===== config.mk =====
export PLATFORM = sky130hd
export DESIGN_NAME = blsws_ctrl
export DESIGN_NICKNAME = d
export VERILOG_FILES = /design/src/band_limited_spectral_weighted_sum_top_defines.svh /design/src/blsws_pkg.sv /design/src/blsws_ctrl.sv
export SDC_FILE = /design/constraint.sdc
export NUM_CORES = 1
export LEC_CHECK = 0
export ABC_AREA = 1
export BUFFER_PORTS_ARGS = -buffer_cell sky130_fd_sc_hd__buf_2
export CORE_AREA = 3 3 40 42
export DETAILED_ROUTE_END_ITERATION = 8
export DIE_AREA = 0 0 43 45
export PLACE_DENSITY_LB_ADDON = 0.3
export SLEW_MARGIN = 25
export SYNTH_ARGS = -nofsm -noshare
export SYNTH_HDL_FRONTEND = slang
export SYNTH_SLANG_ARGS = --single-unit
export TNS_END_PERCENT = 50

===== constraint.sdc =====
create_clock -name clk -period 1.2 [get_ports clk]
set_input_delay 0.36 -clock clk [delete_from_list [all_inputs] [get_ports clk]]
set_output_delay 0.36 -clock clk [all_outputs]
set_load 0.05 [all_outputs]

===== src/band_limited_spectral_weighted_sum_top_defines.svh =====
// ----------------------------------------------------------------------------
// band-limited spectral weighted sum: assertion macros
// clocked on clk, disabled while rst_n is low
// ----------------------------------------------------------------------------
`ifndef BAND_LIMITED_SPECTRAL_WEIGHTED_SUM_TOP_DEFINES_SVH
`define BAND_LIMITED_SPECTRAL_WEIGHTED_SUM_TOP_DEFINES_SVH

// property that must hold at every clock edge out of reset
`define BLSWS_ASSERT(lbl, prop, msg) \
    lbl: assert property (@(posedge clk) disable iff (!rst_n) (prop)) else $error(msg);

// condition that must never be seen
`define BLSWS_NEVER(lbl, expr, msg) \
    `BLSWS_ASSERT(lbl, !(expr), msg)

`endif


===== src/blsws_pkg.sv =====
// ----------------------------------------------------------------------------
// blsws_pkg
// shared constants, register codes and controller/datapath interface types
// ----------------------------------------------------------------------------
package blsws_pkg;

    localparam int MAX_ROWS_DEF = 1024;
    localparam int MAX_COLS_DEF = 1024;

    localparam int CFG_IDX_W  = 3;
    localparam int CFG_DATA_W = 48;
    localparam int IN_DATA_W  = 88;
    localparam int OUT_DATA_W = 88;

    typedef enum logic [CFG_IDX_W-1:0] {
        REG_ROWS_IN_USE     = 3'd0,
        REG_COLS_IN_USE     = 3'd1,
        REG_ROW_FREQ_WEIGHT = 3'd2,
        REG_COL_FREQ_WEIGHT = 3'd3,
        REG_RADIUS_LIMIT    = 3'd4,
        REG_INV_PIXEL_COUNT = 3'd5
    } cfg_reg_t;

    typedef struct packed {
        logic capture;
        logic do_mul;
        logic do_acc;
        logic do_rad;
        logic do_scale;
        logic do_emit;
    } cmd_t;

    typedef struct packed {
        logic last;
        logic out_busy;
    } status_t;

endpackage


===== src/blsws_ctrl.sv =====
// ----------------------------------------------------------------------------
// blsws_ctrl
// sequencer: element accept, multiply, accumulate, bin finish and output load
// ----------------------------------------------------------------------------
module blsws_ctrl
    import blsws_pkg::*;
(
    input  logic    clk,
    input  logic    rst_n,
    input  logic    s_tvalid,
    output logic    s_tready,
    input  status_t status,
    output cmd_t    cmd
);

    typedef enum logic [5:0] {
        ST_IDLE  = 6'b000001,
        ST_MUL   = 6'b000010,
        ST_ACC   = 6'b000100,
        ST_RAD   = 6'b001000,
        ST_SCALE = 6'b010000,
        ST_EMIT  = 6'b100000
    } state_t;

    state_t state_reg;
    state_t state_next;

    always_comb
    begin
        state_next = state_reg;
        cmd        = '0;
        s_tready   = 1'b0;
        unique case (state_reg)
            ST_IDLE:
            begin
                s_tready = 1'b1;
                if (s_tvalid)
                begin
                    cmd.capture = 1'b1;
                    state_next  = ST_MUL;
                end
            end
            ST_MUL:
            begin
                cmd.do_mul = 1'b1;
                state_next = ST_ACC;
            end
            ST_ACC:
            begin
                cmd.do_acc = 1'b1;
                if (status.last)
                begin
                    state_next = ST_RAD;
                end
                else
                begin
                    // next element may enter while this one accumulates
                    s_tready = 1'b1;
                    if (s_tvalid)
                    begin
                        cmd.capture = 1'b1;
                        state_next  = ST_MUL;
                    end
                    else
                    begin
                        state_next = ST_IDLE;
                    end
                end
            end
            ST_RAD:
            begin
                cmd.do_rad = 1'b1;
                state_next = ST_SCALE;
            end
            ST_SCALE:
            begin
                cmd.do_scale = 1'b1;
                state_next   = ST_EMIT;
            end
            ST_EMIT:
            begin
                if (!status.out_busy)
                begin
                    cmd.do_emit = 1'b1;
                    state_next  = ST_IDLE;
                end
            end
            default:
            begin
                state_next = ST_IDLE;
            end
        endcase
    end

    always_ff @(posedge clk or negedge rst_n)
    begin
        if (!rst_n)
        begin
            state_reg <= ST_IDLE;
        end
        else
        begin
            state_reg <= state_next;
        end
    end

endmodule


### After elaboration in Yosys (flattened, before gate mapping)

Index checks and enable logic that the tools add are counted.

| word-level totals | value |
|---|---|
| register bits | 6 |
| input port bits | 5 |

| operators by class | value |
|---|---|
| equal/unequal tests | 8 |
| mux-type cells | 16 |
| reductions and logical operators | 1 |

Operators by type and width:

| kind | number |
|---|---|
| case mux 6 bit (6 select lines) | 1 |
| 2-to-1 mux 6 bit | 3 |
| 2-to-1 mux 1 bit | 9 |
| == test 6 x 1 -> 1 bit, second input constant | 1 |
| == test 6 x 2 -> 1 bit, second input constant | 1 |
| == test 6 x 3 -> 1 bit, second input constant | 1 |
| == test 6 x 4 -> 1 bit, second input constant | 1 |
| == test 6 x 5 -> 1 bit, second input constant | 1 |
| == test 6 bit, second input constant | 1 |
| inequality test 2 bit, second input constant | 2 |
| case mux 1 bit (2 select lines) | 2 |
| 2-to-1 mux 2 bit | 1 |
| AND reduction 2 bit | 1 |

### Longest topological paths before layout

Gate-level depths: netlist (run 1).

| logic depth | value |
|---|---|
| depth after elaboration | 3 |
| depth in mapped cells | 7 |

### Worst setup path before layout (run 1)

OpenSTA, ideal clock, no wires.

| timing | value |
|---|---|
| kind | flip-flop to output port |
| start point | register state_reg[0] |
| end point | output port cmd[5] in the netlist's numbering |
| data arrival time | 1508 ps |
| required time | 840 ps |
| setup slack | -668 ps |
| cell stages (with the launch flop) | 3 |
| path through | dfstp_2 nand4_2 a21oi_1 |

RTL lines:

| element | line | text |
|---|---|---|
| from (decl) | blsws_ctrl.sv:25 | `state_t state_reg;` |
| from (signal assigned) | blsws_ctrl.sv:103 | `state_reg <= state_next;` |
| to (decl) | blsws_ctrl.sv:13 | `output cmd_t cmd` |

==> results.sh, run 1 <==
export IMPL_largest_reg_flops=6
export IMPL_whs_ns=0.428
export IMPL_postPlaceCellArea_um2=559
export IMPL_crit_fanout=5
export IMPL_die_h_um=45
export IMPL_die_w_um=43
export IMPL_yosysWarnings=0
export IMPL_final_cells=92
export IMPL_r2r_slack_ns=-0.12
export IMPL_p_seq_frac=0.223
export IMPL_fin_crit_ns=1.71
export IMPL_clock_sinks=6
export IMPL_syn_cell_area_um2=369
export IMPL_slew_headroom=0.866
export IMPL_hold_viol_final=0
export IMPL_grt_max_degree=7
export IMPL_synth_distinct_cells=14
export IMPL_holdPathStages=3
export IMPL_fp_coreArea_mm2=0.00128
export IMPL_worst_slack_ns=-0.507
export IMPL_initial_core_util=0.287
export IMPL_pwr_share_clk=0.137
export IMPL_status="finished with violations"
export IMPL_cts_clk_slew_worst_paths_ns=0.05
export IMPL_area_growth_syn_to_layout_pct=88.8
export IMPL_period_share=1.42
export IMPL_drt_pass1_iterations=4
export IMPL_crit_chain="nor2_4 -> nand4_4 -> a21oi_4 -> buf_6"
export IMPL_drc=0
export IMPL_routabilityCongestion=0.779
export IMPL_final_common_cell="buf_4"
export IMPL_antenna_cells=0
export IMPL_post_place_ws_ns=-0.373
export IMPL_endpoint_kind="output pin"
export IMPL_clockBufferDepth=2
export IMPL_num_fill_cells=118
export IMPL_dr_total_vias=393
export IMPL_tns_ns=-3.31
export IMPL_p_leak_nw=0.345
export IMPL_hold_end="state_reg[5]"
export IMPL_setup_viol=8
export IMPL_cts_buffers=3
export IMPL_fmax_mhz=586
export IMPL_cpPeakStageDelay_ns=0.41
export IMPL_ant_nets=0
export IMPL_critical_path_class="flop to output pin"
export IMPL_drtIter0Drc=4
export IMPL_tightest_slew_ns=0.201
export IMPL_combPwrFrac=0.640
export IMPL_fin_nets=83
export IMPL_clk_latency_ns=0.24
export IMPL_avgSynthCellArea_um2=7.69
export IMPL_antenna_found_initial=0
export IMPL_final_area_um2=697
export IMPL_vias_per_cell=4.27
export IMPL_drive_gt1_frac=0.584
export IMPL_rsz0062_at_grt="yes"
export IMPL_violations="negative setup slack"
export IMPL_syn_num_nets=53
export IMPL_cp_start_kind="flop"
export IMPL_slew_violations=0
export IMPL_dp_cells=83
export IMPL_cp_slowest_cell="dfrtp_1"
export IMPL_r2r_cells=7
export IMPL_die_area_mm2=0.00194
export IMPL_finClkSkew_ns=0.00582
export IMPL_port_buffers=11
export IMPL_grt_pass1_vias=427
export IMPL_peakVddDrop_mv=1.70
export IMPL_hp_class="input port to flop"
export IMPL_row_count=13
export IMPL_htreeDepth=1
export IMPL_final_cell_mix="13 x buf_4, 9 x inv_1, 8 x nor2_4"
export IMPL_ios=12
export IMPL_ys_ff_latch=6
export IMPL_wirelength_um=971
export IMPL_crit_required_ns=0.84
export IMPL_overflow=0
export IMPL_grt_pass1_wl_mm=1.72
export IMPL_timing_rr_start="state_reg[5]"
export IMPL_p_int_uw=795
export IMPL_cts_root_buf="clkbuf_4"
export IMPL_power_per_cell_area_mw_per_mm2=2100
export IMPL_ys_seq_area_frac=0.410
export IMPL_grt_usage=0.123
export IMPL_rr_endpoint="state_reg[0]"
export IMPL_hold_path_startpoint="status[0]"
export IMPL_synth_cells=48
export IMPL_p_sw_uw=670
export IMPL_maxCapViolations=0
export IMPL_cts_tree="done"
export IMPL_hpwl_um=701
export IMPL_p_sw_frac=0.458
export IMPL_worstPathArrival_ns=1.35
export IMPL_wl_per_cell_um=10.6
## layer usage
layer | up-vias | part of all wire | GRT usage | routed length [µm]
met5 | - | 0 | 0 | 0
met4 | 0 | 0 | 0.0542 | 0
met3 | 0 | 0.062 | 0.0478 | 60
met2 | 10 | 0.55 | 0.231 | 533
met1 | 177 | 0.39 | 0.120 | 376
li1 | 206 | - | - | -
## logic make-up after synthesis
logic type | synth area share
and+or+nand+nor | 0.410
buffers and inverters | 0.102
DFF | 0.410
AOI/OAI and AO/OA | 0.0779
## synth_stat cells (all sizes together)
cell	count	area (µm²)
dfstp	1	26.3
o21ai	1	5.00
nor2	13	71.3
inv	10	37.5
nand3	2	10.0
a21oi	4	23.8
dfrtp	5	125
nand4	3	31.3
nand2	9	38.8
## cell type report
cell class / instances / area (µm²) / area share
multi-input cells: 32 / 251 / 0.361
repair buffers: 25 / 210 / 0.302
flip-flops and latches: 6 / 153 / 0.219
inverters: 10 / 37.5 / 0.0539
clock buffers: 4 / 26.3 / 0.0377
well taps: 15 / 18.8 / 0.0269
## what timing repair did
item | 4_1_cts | 5_1_grt
setup endpoints to repair | 8 | 8
pin swaps | 7 | 0
hold buffers | 1 | 0
hold endpoints to repair | 5 | 0
resized for setup | 22 | 0
buffers inserted | 4 | 0
## per-stage QoR
step,power [mW],utilization
after global routing,1.56,0.542
after detailed placement,1.11,0.435
after floorplan,0.891,-
final,1.47,0.542
after CTS,1.47,0.542
after global placement,1.11,0.435
## worst max-delay path by stage
stage | cells past startpoint | to | slack [ns] | from
floorplan | 3 | cmd[0] | -0.23 | state_reg[3]
global placement | 4 | cmd[5] | -0.35 | state_reg[4]
detailed placement | 4 | cmd[0] | -0.37 | state_reg[2]
CTS | 4 | cmd[5] | -0.51 | state_reg[5]
global route | 4 | cmd[5] | -0.57 | state_reg[5]
finish | 4 | cmd[5] | -0.51 | state_reg[5]
## worst max-delay path, delay by kind of cell (launching register included)
kind	cells	cell delay (ns)
buffers and inverters	1	0.17
AND/OR/NAND/NOR	2	0.36
flip-flops	1	0.41
AO/OA/AOI/OAI	1	0.17
## power by group through the flow
stage / Clock, mW / Sequential, mW / Combinational, mW
floorplan: 0 / 0.315 / 0.575
global placement: 0 / 0.322 / 0.785
detailed placement: 0 / 0.324 / 0.783
CTS: 0.210 / 0.326 / 0.937
global route: 0.222 / 0.332 / 1.00
finish: 0.201 / 0.327 / 0.938
No activity file was read; power rests on OpenSTA's default activity.
==> run 2: changes to the inputs <==
--- a/config.mk
+++ b/config.mk
@@ -7,9 +7,11 @@
 export LEC_CHECK = 0
 export ABC_AREA = 1
 export BUFFER_PORTS_ARGS = -buffer_cell sky130_fd_sc_hd__buf_2
-export CORE_AREA = 3 3 40 42
+export CELL_PAD_IN_SITES_DETAIL_PLACEMENT = 1
+export CELL_PAD_IN_SITES_GLOBAL_PLACEMENT = 2
+export CORE_MARGIN = 2
+export CORE_UTILIZATION = 22
 export DETAILED_ROUTE_END_ITERATION = 8
-export DIE_AREA = 0 0 43 45
 export PLACE_DENSITY_LB_ADDON = 0.3
 export SLEW_MARGIN = 25
 export SYNTH_ARGS = -nofsm -noshare
==> run 2 against run 1 <==
Net effect: the flow still finishes with violations (negative setup slack); wire length up 9.7%; core utilization is 6.8 points lower; via count increased by 7.6%; global-route usage up 0.78 points; cell area grew 5.0%; critical path depth is the same; non-clock buffer count grew 4; first-iteration DRC count fell by 75%; combinational power up 5.8%; sequential cell count unchanged.
==> results.sh, run 2 (synthesized netlist as in run 1, its figures left out) <==
export IMPL_status="finished with violations"
export IMPL_violations="negative setup slack"
export IMPL_largest_reg_flops=6
export IMPL_hp_class="input port to flop"
export IMPL_cts_root_buf="clkbuf_4"
export IMPL_dr_total_vias=423
export IMPL_clk_latency_ns=0.25
export IMPL_endpoint_kind="output pin"
export IMPL_power_per_cell_area_mw_per_mm2=2080
export IMPL_drc=0
export IMPL_setup_viol=9
export IMPL_final_common_cell="buf_4"
export IMPL_combPwrFrac=0.652
export IMPL_htreeDepth=1
export IMPL_period_share=1.42
export IMPL_worstPathArrival_ns=1.34
export IMPL_p_sw_frac=0.461
export IMPL_finClkSkew_ns=0.00785
export IMPL_path_buf_inv=1
export IMPL_tightest_slew_ns=0.193
export IMPL_die_area_mm2=0.00202
export IMPL_grt_util_met1=0.144
export IMPL_antenna_found_initial=0
export IMPL_crit_fanout=5
export IMPL_num_fill_cells=196
export IMPL_fmax_mhz=589
export IMPL_drt_pass1_iterations=2
export IMPL_cp_top_family="flip-flops"
export IMPL_final_cell_mix="17 x buf_4, 9 x inv_1, 7 x nor2_4"
export IMPL_crit_required_ns=0.84
export IMPL_routabilityCongestion=0.672
export IMPL_grt_usage=0.131
export IMPL_grt_pass1_vias=416
export IMPL_ios=12
export IMPL_globalRouteMet2Util=0.206
export IMPL_p_int_uw=821
export IMPL_slew_headroom=0.871
export IMPL_busiest_layer="met2"
export IMPL_critical_path_class="flop to output pin"
export IMPL_die_w_um=45.0
export IMPL_area_growth_syn_to_layout_pct=98.3
export IMPL_fin_nets=87
export IMPL_p_sw_uw=701
export IMPL_row_count=14
export IMPL_drtIter0Drc=1
export IMPL_die_h_um=45.0
export IMPL_rsz0062_at_grt="yes"
export IMPL_hold_viol_final=0
export IMPL_fin_crit_ns=1.70
export IMPL_initial_core_util=0.239
export IMPL_maxCapViolations=0
export IMPL_final_area_um2=732
export IMPL_overflow=0
export IMPL_pwr_share_clk=0.135
export IMPL_hpwl_um=787
export IMPL_crit_chain="nor2_4 -> nand4_4 -> a21oi_4 -> buf_6"
export IMPL_cp_slowest_cell="dfrtp_1"
export IMPL_wl_per_cell_um=11.0
export IMPL_peakVddDrop_mv=1.11
export IMPL_whs_ns=0.426
export IMPL_fin_total_pwr_mw=1.52
export IMPL_cts_clk_slew_worst_paths_ns=0.04
export IMPL_postPlaceCellArea_um2=591
export IMPL_vias_per_cell=4.36
export IMPL_p_seq_frac=0.213
export IMPL_ant_nets=0
export IMPL_port_buffers=11
export IMPL_slew_violations=0
export IMPL_grt_pass1_wl_mm=1.75
export IMPL_p_leak_nw=0.370
export IMPL_antenna_cells=0
export IMPL_wirelength_mm=1.07
export IMPL_clockBufferDepth=2
export IMPL_cpPeakStageDelay_ns=0.40
export IMPL_met3_usage=0.0880
export IMPL_drive_gt1_frac=0.642
export IMPL_r2r_slack_ns=-0.22
export IMPL_fp_coreArea_mm2=0.00154
export IMPL_cts_tree="done"
export IMPL_clock_sinks=6
export IMPL_grt_max_degree=7
export IMPL_post_place_ws_ns=-0.370
export IMPL_cp_start_kind="flop"
export IMPL_worst_slack_ns=-0.499
export IMPL_cts_buffers=3
run 2: cell types whose count changed in the layout (fill, tap and decap cells not counted):
cell / delta
buf_4: +4
nor2_2: +2
nand2_1: -1
nand2_2: +1
nor2_1: -1
nor2_4: -1
o21ai_0: -1
o21ai_2: +1
run 2: layout make-up:
| type | count | area (µm²) | area share |
|---|---|---|---|
| multi-input cells | 32 | 255 | 0.349 |
| repair buffers | 29 | 240 | 0.328 |
| flip-flops and latches | 6 | 153 | 0.209 |
| inverters | 10 | 37.5 | 0.0513 |
| clock buffers | 4 | 26.3 | 0.0359 |
| well taps | 16 | 20.0 | 0.0274 |
run 2: what timing repair did:
action | CTS | global route
gates resized for setup | 21 | 4
endpoints found under the hold margin | 5 | 0
buffers inserted | 1 | 3
endpoints found under the setup margin | 9 | 10
hold buffers | 1 | 0
pin swaps | 6 | 3
run 2: worst paths after layout:
check	from	end	cells past startpoint
max	state_reg[5]	cmd[5]	4
max reg2reg	state_reg[3]	state_reg[0]	7
max in group asynchronous	rst_n	state_reg[0]	2
min reg2reg	state_reg[0]	state_reg[1]	2
min	status[0]	state_reg[5]	3
min in group asynchronous	rst_n	state_reg[2]	2
run 2: tightest hold or removal path: stages:
cell and delay, ns:
buf_2 0.12, inv_1 0.09, o21ai_2 0.06
run 2: through the flow:
stage | utilization | TNS (ns) | std cells
floorplan | - | -1.34 | 48
detailed placement | 0.383 | -2.34 | 88
global placement | 0.383 | -2.18 | 88
finish | 0.475 | -3.58 | 97
CTS | 0.451 | -3.52 | 94
global route | 0.475 | -4.28 | 97
run 2: per-layer routing:
| metal | vias to the layer above | part of all wire | routed length (µm) |
|---|---|---|---|
| met2 | 10 | 0.55 | 587 |
| met4 | 0 | 0 | 0 |
| met1 | 200 | 0.39 | 412 |
| li1 | 213 | - | - |
| met5 | - | 0 | 0 |
| met3 | 0 | 0.062 | 66 |
run 2: power by group through the flow:
stage                     Sequential (mW)  Clock, mW  Combinational (mW)
after floorplan                     0.315          0               0.575
after global placement              0.318          0               0.808
after detailed placement            0.319          0               0.818
after CTS                           0.325      0.215               0.938
after global routing                0.331      0.228                1.08
final                               0.324      0.205               0.992
